<file path="src/rtl/rar_pkg.sv">
package rar_pkg;

    localparam int OperandWidth = 16;
    localparam int NumWidth     = 2 * OperandWidth + 1;
    localparam int DenWidth     = 2 * OperandWidth;
    // width of magnitudes handled by the divider
    localparam int MagWidth     = NumWidth;
    localparam int CntWidth     = $clog2(MagWidth + 1);

    localparam logic [1:0] CMD_ADD = 2'd0;
    localparam logic [1:0] CMD_SUB = 2'd1;
    localparam logic [1:0] CMD_MUL = 2'd2;
    localparam logic [1:0] CMD_DIV = 2'd3;

    // divider target select
    localparam logic [1:0] DSEL_GCD = 2'd0;
    localparam logic [1:0] DSEL_NUM = 2'd1;
    localparam logic [1:0] DSEL_DEN = 2'd2;

    typedef struct packed {
        logic       load;
        logic       mul_step;
        logic       raw_step;
        logic       gcd_init;
        logic       div_start;
        logic [1:0] div_sel;
        logic       gcd_swap;
        logic       quot_store;
        logic       out_load;
        logic       out_err;
    } t_cmd;

    typedef struct packed {
        logic div_busy;
        logic den_zero;
        logic rem_zero;
    } t_stat;

endpackage

</file>
<file path="src/rtl/rar_if.sv">
interface rar_in_if;
    logic                                 valid;
    logic                                 ready;
    logic [1:0]                           command;
    logic signed [rar_pkg::OperandWidth-1:0] num_a;
    logic signed [rar_pkg::OperandWidth-1:0] den_a;
    logic signed [rar_pkg::OperandWidth-1:0] num_b;
    logic signed [rar_pkg::OperandWidth-1:0] den_b;
    modport source (output valid, command, num_a, den_a, num_b, den_b, input ready);
    modport sink (input valid, command, num_a, den_a, num_b, den_b, output ready);
endinterface

interface rar_out_if;
    logic                                valid;
    logic                                ready;
    logic signed [rar_pkg::NumWidth-1:0] res_num;
    logic signed [rar_pkg::DenWidth-1:0] res_den;
    logic                                error;
    modport source (output valid, res_num, res_den, error, input ready);
    modport sink (input valid, res_num, res_den, error, output ready);
endinterface

</file>
<file path="src/rtl/rar_ctrl.sv">
module rar_ctrl (
    input  logic          i_clk,
    input  logic          i_rst_n,
    input  logic          i_in_valid,
    output logic          o_in_ready,
    output logic          o_out_valid,
    input  logic          i_out_ready,
    input  rar_pkg::t_stat i_stat,
    output rar_pkg::t_cmd  o_cmd
);
    import rar_pkg::*;

    localparam logic [3:0] S_IDLE  = 4'd0;
    localparam logic [3:0] S_MUL   = 4'd1;
    localparam logic [3:0] S_RAW   = 4'd2;
    localparam logic [3:0] S_GCHK  = 4'd3;
    localparam logic [3:0] S_GDIV  = 4'd4;
    localparam logic [3:0] S_GWAIT = 4'd5;
    localparam logic [3:0] S_NDIV  = 4'd6;
    localparam logic [3:0] S_NWAIT = 4'd7;
    localparam logic [3:0] S_DDIV  = 4'd8;
    localparam logic [3:0] S_DWAIT = 4'd9;
    localparam logic [3:0] S_DONE  = 4'd10;
    localparam logic [3:0] S_OUT   = 4'd11;

    logic [3:0] r_state, n_state;

    always_ff @(posedge i_clk) begin
        if (!i_rst_n) r_state <= S_IDLE;
        else          r_state <= n_state;
    end

    // sequencing of one request
    always_comb begin
        n_state     = r_state;
        o_cmd       = '0;
        o_in_ready  = 1'b0;
        o_out_valid = 1'b0;
        case (r_state)
            S_IDLE: begin
                o_in_ready = 1'b1;
                if (i_in_valid) begin
                    o_cmd.load = 1'b1;
                    n_state    = S_MUL;
                end
            end
            S_MUL: begin
                o_cmd.mul_step = 1'b1;
                n_state        = S_RAW;
            end
            S_RAW: begin
                o_cmd.raw_step = 1'b1;
                n_state        = S_GCHK;
            end
            S_GCHK: begin
                if (i_stat.den_zero) begin
                    o_cmd.out_load = 1'b1;
                    o_cmd.out_err  = 1'b1;
                    n_state        = S_OUT;
                end else begin
                    o_cmd.gcd_init = 1'b1;
                    n_state        = S_GDIV;
                end
            end
            S_GDIV: begin
                if (i_stat.rem_zero) begin
                    n_state = S_NDIV;
                end else begin
                    o_cmd.div_start = 1'b1;
                    o_cmd.div_sel   = DSEL_GCD;
                    n_state         = S_GWAIT;
                end
            end
            S_GWAIT: begin
                if (!i_stat.div_busy) begin
                    o_cmd.gcd_swap = 1'b1;
                    n_state        = S_GDIV;
                end
            end
            S_NDIV: begin
                o_cmd.div_start = 1'b1;
                o_cmd.div_sel   = DSEL_NUM;
                n_state         = S_NWAIT;
            end
            S_NWAIT: begin
                o_cmd.div_sel = DSEL_NUM;
                if (!i_stat.div_busy) begin
                    o_cmd.quot_store = 1'b1;
                    n_state          = S_DDIV;
                end
            end
            S_DDIV: begin
                o_cmd.div_start = 1'b1;
                o_cmd.div_sel   = DSEL_DEN;
                n_state         = S_DWAIT;
            end
            S_DWAIT: begin
                o_cmd.div_sel = DSEL_DEN;
                if (!i_stat.div_busy) begin
                    o_cmd.quot_store = 1'b1;
                    n_state          = S_DONE;
                end
            end
            S_DONE: begin
                o_cmd.out_load = 1'b1;
                n_state        = S_OUT;
            end
            S_OUT: begin
                o_out_valid = 1'b1;
                if (i_out_ready) n_state = S_IDLE;
            end
            default: n_state = S_IDLE;
        endcase
    end
endmodule

</file>
<file path="src/rtl/rar_dp.sv">
module rar_dp (
    input  logic                              i_clk,
    input  logic                              i_rst_n,
    input  rar_pkg::t_cmd                     i_cmd,
    output rar_pkg::t_stat                    o_stat,
    input  logic [1:0]                        i_command,
    input  logic signed [rar_pkg::OperandWidth-1:0] i_num_a,
    input  logic signed [rar_pkg::OperandWidth-1:0] i_den_a,
    input  logic signed [rar_pkg::OperandWidth-1:0] i_num_b,
    input  logic signed [rar_pkg::OperandWidth-1:0] i_den_b,
    output logic signed [rar_pkg::NumWidth-1:0] o_res_num,
    output logic signed [rar_pkg::DenWidth-1:0] o_res_den,
    output logic                              o_error
);
    import rar_pkg::*;

    localparam int PW = 2 * OperandWidth;

    logic [1:0]                     r_cmd;
    logic signed [OperandWidth-1:0] r_na, r_da, r_nb, r_db;
    logic signed [PW-1:0]           r_p0, r_p1, r_pd;
    logic signed [NumWidth-1:0]     r_n;
    logic signed [DenWidth-1:0]     r_d;
    // euclid operands, x and y
    logic signed [NumWidth-1:0]     r_x, r_y;
    logic signed [NumWidth-1:0]     r_qn;
    logic signed [DenWidth-1:0]     r_qd;
    // shift-subtract divider on magnitudes
    logic [MagWidth-1:0]            r_rem, r_quo, r_dvs;
    logic [CntWidth-1:0]            r_cnt;
    logic                           r_busy, r_qneg, r_rneg;
    logic signed [NumWidth-1:0]     r_onum;
    logic signed [DenWidth-1:0]     r_oden;
    logic                           r_oerr;

    logic signed [NumWidth-1:0] w_dvd, w_dsr;
    logic [MagWidth-1:0]        w_rem_sh, w_trial;
    logic                       w_ge;

    // operand capture and products, one multiplier per product
    always_ff @(posedge i_clk) begin
        if (i_cmd.load) begin
            r_cmd <= i_command;
            r_na <= i_num_a; r_da <= i_den_a; r_nb <= i_num_b; r_db <= i_den_b;
        end
        if (i_cmd.mul_step) begin
            r_p0 <= PW'(r_na) * PW'(r_cmd == CMD_MUL ? r_nb : r_db);
            r_p1 <= PW'(r_da) * PW'(r_nb);
            r_pd <= PW'(r_cmd == CMD_DIV ? r_nb : r_db) * PW'(r_da);
        end
        if (i_cmd.raw_step) begin
            case (r_cmd)
                CMD_ADD: r_n <= NumWidth'(r_p0) + NumWidth'(r_p1);
                CMD_SUB: r_n <= NumWidth'(r_p0) - NumWidth'(r_p1);
                default: r_n <= NumWidth'(r_p0);
            endcase
            r_d <= r_pd;
        end
    end

    // divider operand select
    always_comb begin
        case (i_cmd.div_sel)
            DSEL_NUM: begin w_dvd = r_n;             w_dsr = r_x; end
            DSEL_DEN: begin w_dvd = NumWidth'(r_d);  w_dsr = r_x; end
            default:  begin w_dvd = r_x;             w_dsr = r_y; end
        endcase
    end

    assign w_rem_sh = {r_rem[MagWidth-2:0], r_quo[MagWidth-1]};
    assign w_ge     = w_rem_sh >= r_dvs;
    assign w_trial  = w_rem_sh - r_dvs;

    // one quotient bit per cycle
    always_ff @(posedge i_clk) begin
        if (!i_rst_n) begin
            r_busy <= 1'b0;
        end else if (i_cmd.div_start) begin
            r_busy <= 1'b1;
            r_cnt  <= CntWidth'(MagWidth);
            r_rem  <= '0;
            r_quo  <= w_dvd[NumWidth-1] ? MagWidth'(-w_dvd) : MagWidth'(w_dvd);
            r_dvs  <= w_dsr[NumWidth-1] ? MagWidth'(-w_dsr) : MagWidth'(w_dsr);
            r_qneg <= w_dvd[NumWidth-1] ^ w_dsr[NumWidth-1];
            r_rneg <= w_dvd[NumWidth-1];
        end else if (r_busy) begin
            r_rem <= w_ge ? w_trial : w_rem_sh;
            r_quo <= {r_quo[MagWidth-2:0], w_ge};
            r_cnt <= r_cnt - 1'b1;
            if (r_cnt == CntWidth'(1)) r_busy <= 1'b0;
        end
    end

    // euclid registers and quotients
    always_ff @(posedge i_clk) begin
        if (i_cmd.gcd_init) begin
            r_x <= r_n;
            r_y <= NumWidth'(r_d);
        end
        if (i_cmd.gcd_swap) begin
            r_x <= r_y;
            r_y <= r_rneg ? -$signed(r_rem) : $signed(r_rem);
        end
        if (i_cmd.quot_store) begin
            if (i_cmd.div_sel == DSEL_NUM)
                r_qn <= r_qneg ? -$signed(r_quo) : $signed(r_quo);
            else
                r_qd <= DenWidth'(r_qneg ? -$signed(r_quo) : $signed(r_quo));
        end
    end

    // output register
    always_ff @(posedge i_clk) begin
        if (i_cmd.out_load) begin
            r_onum <= i_cmd.out_err ? '0 : r_qn;
            r_oden <= i_cmd.out_err ? '0 : r_qd;
            r_oerr <= i_cmd.out_err;
        end
    end

    assign o_stat.div_busy = r_busy;
    assign o_stat.den_zero = (r_d == '0);
    assign o_stat.rem_zero = (r_y == '0);
    assign o_res_num = r_onum;
    assign o_res_den = r_oden;
    assign o_error   = r_oerr;
endmodule

</file>
<file path="src/rtl/rational_arith_reduce_core.sv">
// sequence: capture, multiply, raw result, then euclid passes on the divider
// and one divider pass each to reduce numerator and denominator; when the
// raw denominator is zero the divider is skipped and an error result is given
// throughput: one request at a time, set by the shared bit-serial divider
// reset: synchronous active-low i_rst_n returns the controller to idle and
// stops the divider; payload registers are not reset
module rational_arith_reduce_core (
    input logic i_clk,
    input logic i_rst_n,
    rar_in_if.sink    i_in,
    rar_out_if.source o_out
);
    import rar_pkg::*;

    t_cmd  w_cmd;
    t_stat w_stat;

    rar_ctrl u_ctrl (
        .i_clk       (i_clk),
        .i_rst_n     (i_rst_n),
        .i_in_valid  (i_in.valid),
        .o_in_ready  (i_in.ready),
        .o_out_valid (o_out.valid),
        .i_out_ready (o_out.ready),
        .i_stat      (w_stat),
        .o_cmd       (w_cmd)
    );

    rar_dp u_dp (
        .i_clk     (i_clk),
        .i_rst_n   (i_rst_n),
        .i_cmd     (w_cmd),
        .o_stat    (w_stat),
        .i_command (i_in.command),
        .i_num_a   (i_in.num_a),
        .i_den_a   (i_in.den_a),
        .i_num_b   (i_in.num_b),
        .i_den_b   (i_in.den_b),
        .o_res_num (o_out.res_num),
        .o_res_den (o_out.res_den),
        .o_error   (o_out.error)
    );
endmodule
</file>
<file path="src/flat_wrapper.sv">
// flat-port wrapper written by rule: the top's interface ports become plain ports
module rational_arith_reduce_core_flat import rar_pkg::*;
  (i_clk, i_rst_n, i_in_valid, i_in_command, i_in_num_a, i_in_den_a, i_in_num_b, i_in_den_b, i_in_ready, o_out_valid, o_out_res_num, o_out_res_den, o_out_error, o_out_ready);
  rar_in_if i_in_i ();
  rar_out_if o_out_i ();
  input logic i_clk;
  input logic i_rst_n;
  input wire logic [$bits(i_in_i.valid)-1:0] i_in_valid;
  input wire logic [$bits(i_in_i.command)-1:0] i_in_command;
  input wire logic [$bits(i_in_i.num_a)-1:0] i_in_num_a;
  input wire logic [$bits(i_in_i.den_a)-1:0] i_in_den_a;
  input wire logic [$bits(i_in_i.num_b)-1:0] i_in_num_b;
  input wire logic [$bits(i_in_i.den_b)-1:0] i_in_den_b;
  output wire logic [$bits(i_in_i.ready)-1:0] i_in_ready;
  output wire logic [$bits(o_out_i.valid)-1:0] o_out_valid;
  output wire logic [$bits(o_out_i.res_num)-1:0] o_out_res_num;
  output wire logic [$bits(o_out_i.res_den)-1:0] o_out_res_den;
  output wire logic [$bits(o_out_i.error)-1:0] o_out_error;
  input wire logic [$bits(o_out_i.ready)-1:0] o_out_ready;
  assign i_in_i.valid = i_in_valid;
  assign i_in_i.command = i_in_command;
  assign i_in_i.num_a = i_in_num_a;
  assign i_in_i.den_a = i_in_den_a;
  assign i_in_i.num_b = i_in_num_b;
  assign i_in_i.den_b = i_in_den_b;
  assign i_in_ready = i_in_i.ready;
  assign o_out_valid = o_out_i.valid;
  assign o_out_res_num = o_out_i.res_num;
  assign o_out_res_den = o_out_i.res_den;
  assign o_out_error = o_out_i.error;
  assign o_out_i.ready = o_out_ready;
  rational_arith_reduce_core u_core (.i_clk(i_clk), .i_rst_n(i_rst_n), .i_in(i_in_i), .o_out(o_out_i));
endmodule
</file>
<file path="config.mk">
export PLATFORM = sky130hd
export DESIGN_NAME = rational_arith_reduce_core_flat
export DESIGN_NICKNAME = d
export VERILOG_FILES = /design/src/rtl/rar_pkg.sv /design/src/rtl/rar_if.sv /design/src/rtl/rar_ctrl.sv /design/src/rtl/rar_dp.sv /design/src/rtl/rational_arith_reduce_core.sv /design/src/flat_wrapper.sv
export SDC_FILE = /design/constraint.sdc
export NUM_CORES = 2
export LEC_CHECK = 0
export ABC_AREA = 1
export BUFFER_PORTS_ARGS = -buffer_cell sky130_fd_sc_hd__buf_2
export CAP_MARGIN = 30
export CORE_MARGIN = 8
export CORE_UTILIZATION = 30
export CTS_BUF_LIST = sky130_fd_sc_hd__clkbuf_4 sky130_fd_sc_hd__clkbuf_8
export DETAILED_ROUTE_END_ITERATION = 8
export PLACE_DENSITY_LB_ADDON = 0.12
export SLEW_MARGIN = 20
export SYNTH_ARGS = -nofsm -noshare
export SYNTH_HDL_FRONTEND = slang
export SYNTH_HIERARCHICAL = 1
export SYNTH_SLANG_ARGS = --single-unit
</file>
<file path="constraint.sdc">
create_clock -name i_clk -period 8.75 [get_ports i_clk]
set_clock_uncertainty 0.15 [all_clocks]
set_input_delay 1.3125 -clock i_clk [delete_from_list [all_inputs] [get_ports i_clk]]
set_output_delay 1.3125 -clock i_clk [all_outputs]
set_load 0.005 [all_outputs]
</file>
==> impl_results.md <==
* Slowest CP cell: fa_1
* Met3 usage in global routing at 2.88%
* Max Cap Viol at 0
* Crit-path max cell delay at 0.53 ns
* Final routed DRC violation total at 0
* Initial Util at 30.2%
* Met2 Use GR at 30.8%
* Final hold violation count at 0
* Initial antenna violation count at 2
* H-Tree Level Count at 3
* Worst path top cell family by delay: adder cells
* Floorplan die width at 462 um
* DIE AREA at 0.213 mm2
* Status: completed
* Hold Path Class: reg -> reg
* Synth Area in XOR/XNOR at 3.43%
* Crit-path most repeated cell: nand2_1
* CTS tree: built
* EDFF count, synth at 531
* Vias post-DR at 46265
* Critical path endpoint category: register
* PostCTS Resize Cnt at 0
* Pre-CTS setup slack at 1.44 ns
* Setup TNS at 0 ns
* Post-CTS Hold Buffers at 0
* Commonest non-fill, non-tap cell in the layout: nand2_1
* Antenna Nets Post-Route at 0
* FMAX at 136 MHz
* Dpl hpwl at 161000 um
* Max_slew headroom at 36.2%
* Vert. Die Dim at 462 um
* Clock Tree Buf Depth at 3
* Yosys reg bits at 536
* Met1 usage at 24.5%
* # Post-CTS Setup Buffers at 0
* Vias/cell at 4.65
* Worst-Skew Late Latency at 0.93 ns
* Most frequent cells in the layout: nand2_1, inv_1, fa_1
* Synth Flop Type: edfxtp_1
* DR WL/cell at 19.9 um
* Final net count at 8408
* Total GRT Usage at 18.3%
* WP data required at 9.21 ns
* Clock-pin slew on the worst setup and hold paths at 0.06 ns
* Post-Synth Adder-Cell Area at 33.2%
* Fin crit period at 7.35 ns
* Crit-path max FO at 30
* Ports at 138
* Multiplexer share of the synthesized area at 0.0168%
* Net Count, Synth at 8268
* Leading post-synthesis cells by cell area: edfxtp_1, fa_1, nand2_1
* Period utilization at 84.0%
* Post-synth top area cell: edfxtp_1
* First-pass GRT wire length at 298000 um
* Final Slew Violations at 0
* Final hold slack at 0.260 ns
* Startpoint Class: register
* Number of buffers created by CTS at 105
* First DRT Iteration DRCs at 2981
* Share of layout cells above drive strength 1 at 6.33%
* Synthesized instance count at 7090
* Sequential area share after synthesis at 26.9%
* Grt ovf at 0
* Synth Area in Compound Gates at 5.67%
* Fin worst setup slack at 1.40 ns
* Input/output buffers at 137
* Synthesized cell area at 0.0596 mm2
* Core Util, Final at 33.3%
* Core ar. at 0.197 mm2
* Crit path DAT at 7.81 ns
* DRT Pass-1 Iters at 5
* Final setup fails at 0
* Ys Warns at 6
* Pin count of the biggest net entering global routing at 79
* Cell Rows at 163
* Post-synthesis async set-or-reset flop share at 0%
* CTS Root Cell: clkbuf_8
* Post-Syn Area per Cell at 8.40 um2
* Largest family of logic cells by synthesized area: adder cells
* Synth cell types at 54
* Vias in the first global route at 47864
* CP bufs+invs at 6
* Busiest grt layer: met2
* Post-Route WL at 198000 um
* CP Class: reg -> reg
* RePlAce Congestion at 0.875
* Slew @ Worst Pin at 0.957 ns
* Sink Count at 536
* Synth top area share at 26.8%
* Simple-Gate Fraction of Synth Area at 19.6%
* Area Growth Syn to Fin at 10.3%
* RSZ-0062 raised after global routing: false
-- metrics by stage --
step                cells  instance area [um2]
finish               9951                65700
global route         9951                65700
CTS                  9947                65600
detailed placement   9760                63500
global placement     9757                63400
floorplan            7090                59600
-- layout make-up --
| type | count | area, um2 |
|---|---|---|
| fill | 21065 | 132000 |
| multi-input combinational | 4803 | 36900 |
| sequential | 536 | 16000 |
| inverter | 1558 | 5850 |
| tap | 2640 | 3300 |
| clock buffer | 134 | 1660 |
| timing repair buffer | 226 | 1450 |
| clock inverter | 53 | 474 |
| antenna | 1 | 2.50 |
-- path summary, 6_finish.rpt --
check                           slack [ns]  cells after the start                    to                  from
worst max-delay path                  1.40                     25  u_core/u_dp/r_pd[30]  u_core/u_dp/r_cmd[1]
worst min-delay path                  0.26                      0   u_core/u_dp/r_d[17]  u_core/u_dp/r_pd[17]
worst max register to register        1.40                     25  u_core/u_dp/r_pd[30]  u_core/u_dp/r_cmd[1]
worst min register to register        0.26                      0   u_core/u_dp/r_d[17]  u_core/u_dp/r_pd[17]
-- per-layer routing --
layer	vias to the layer above	share of wire [%]
li1	22097	-
met1	22833	45
met2	1075	47
met3	258	4.8
met4	2	3.3
met5	-	0.0040
-- registers in the layout, summed over array words and instances, names as in the netlist, 2 cells and up --
register               cells
u_core/u_ctrl/r_state      4
u_core/u_dp/o_res_den     32
u_core/u_dp/o_res_num     33
u_core/u_dp/r_cmd          2
u_core/u_dp/r_cnt          6
u_core/u_dp/r_d           32
u_core/u_dp/r_da          16
u_core/u_dp/r_db          16
u_core/u_dp/r_dvs         33
u_core/u_dp/r_n           33
u_core/u_dp/r_na          16
u_core/u_dp/r_nb          16
u_core/u_dp/r_p0          32
u_core/u_dp/r_p1          32
u_core/u_dp/r_pd          32
u_core/u_dp/r_qd          32
u_core/u_dp/r_qn          33
u_core/u_dp/r_quo         33
u_core/u_dp/r_rem         33
u_core/u_dp/r_x           33
u_core/u_dp/r_y           33
-- synth_stat cells (3+ instances only) --
master	instances
o21ai_2	13
o21ai_1	47
buf_4	5
nor2_2	4
o21ai_0	250
fa_1	788
a21o_1	18
nor4_1	25
buf_2	22
o211ai_1	6
buf_1	21
o21a_1	5
nand3_1	278
nand2_1	1595
edfxtp_1	531
clkinv_1	23
and2_1	12
inv_2	8
or2_0	10
dfxtp_1	5
o21bai_1	16
xnor2_1	78
a31oi_1	18
or2_1	11
inv_1	1527
a21boi_0	14
xor2_1	155
o31ai_1	12
nand3b_1	15
or2_2	23
nor3_1	48
a21oi_1	207
a221oi_1	3
clkbuf_1	139
buf_6	6
nand2_2	5
nor2_4	4
nor2_1	718
ha_1	320
nand4_1	87
and3_1	3
-- cell families after synthesis --
kind of cell / count (synthesis)
DFF: 536
and+or+nand+nor: 2845
AOI/OAI and AO/OA: 616
buffers and inverters: 1751
xor gates and xnor gates: 233
muxes: 1
adders and majority gates: 1108
Power is not shown: default switching activity piles up to over one toggle a cycle in this logic, so the estimate is an artifact.
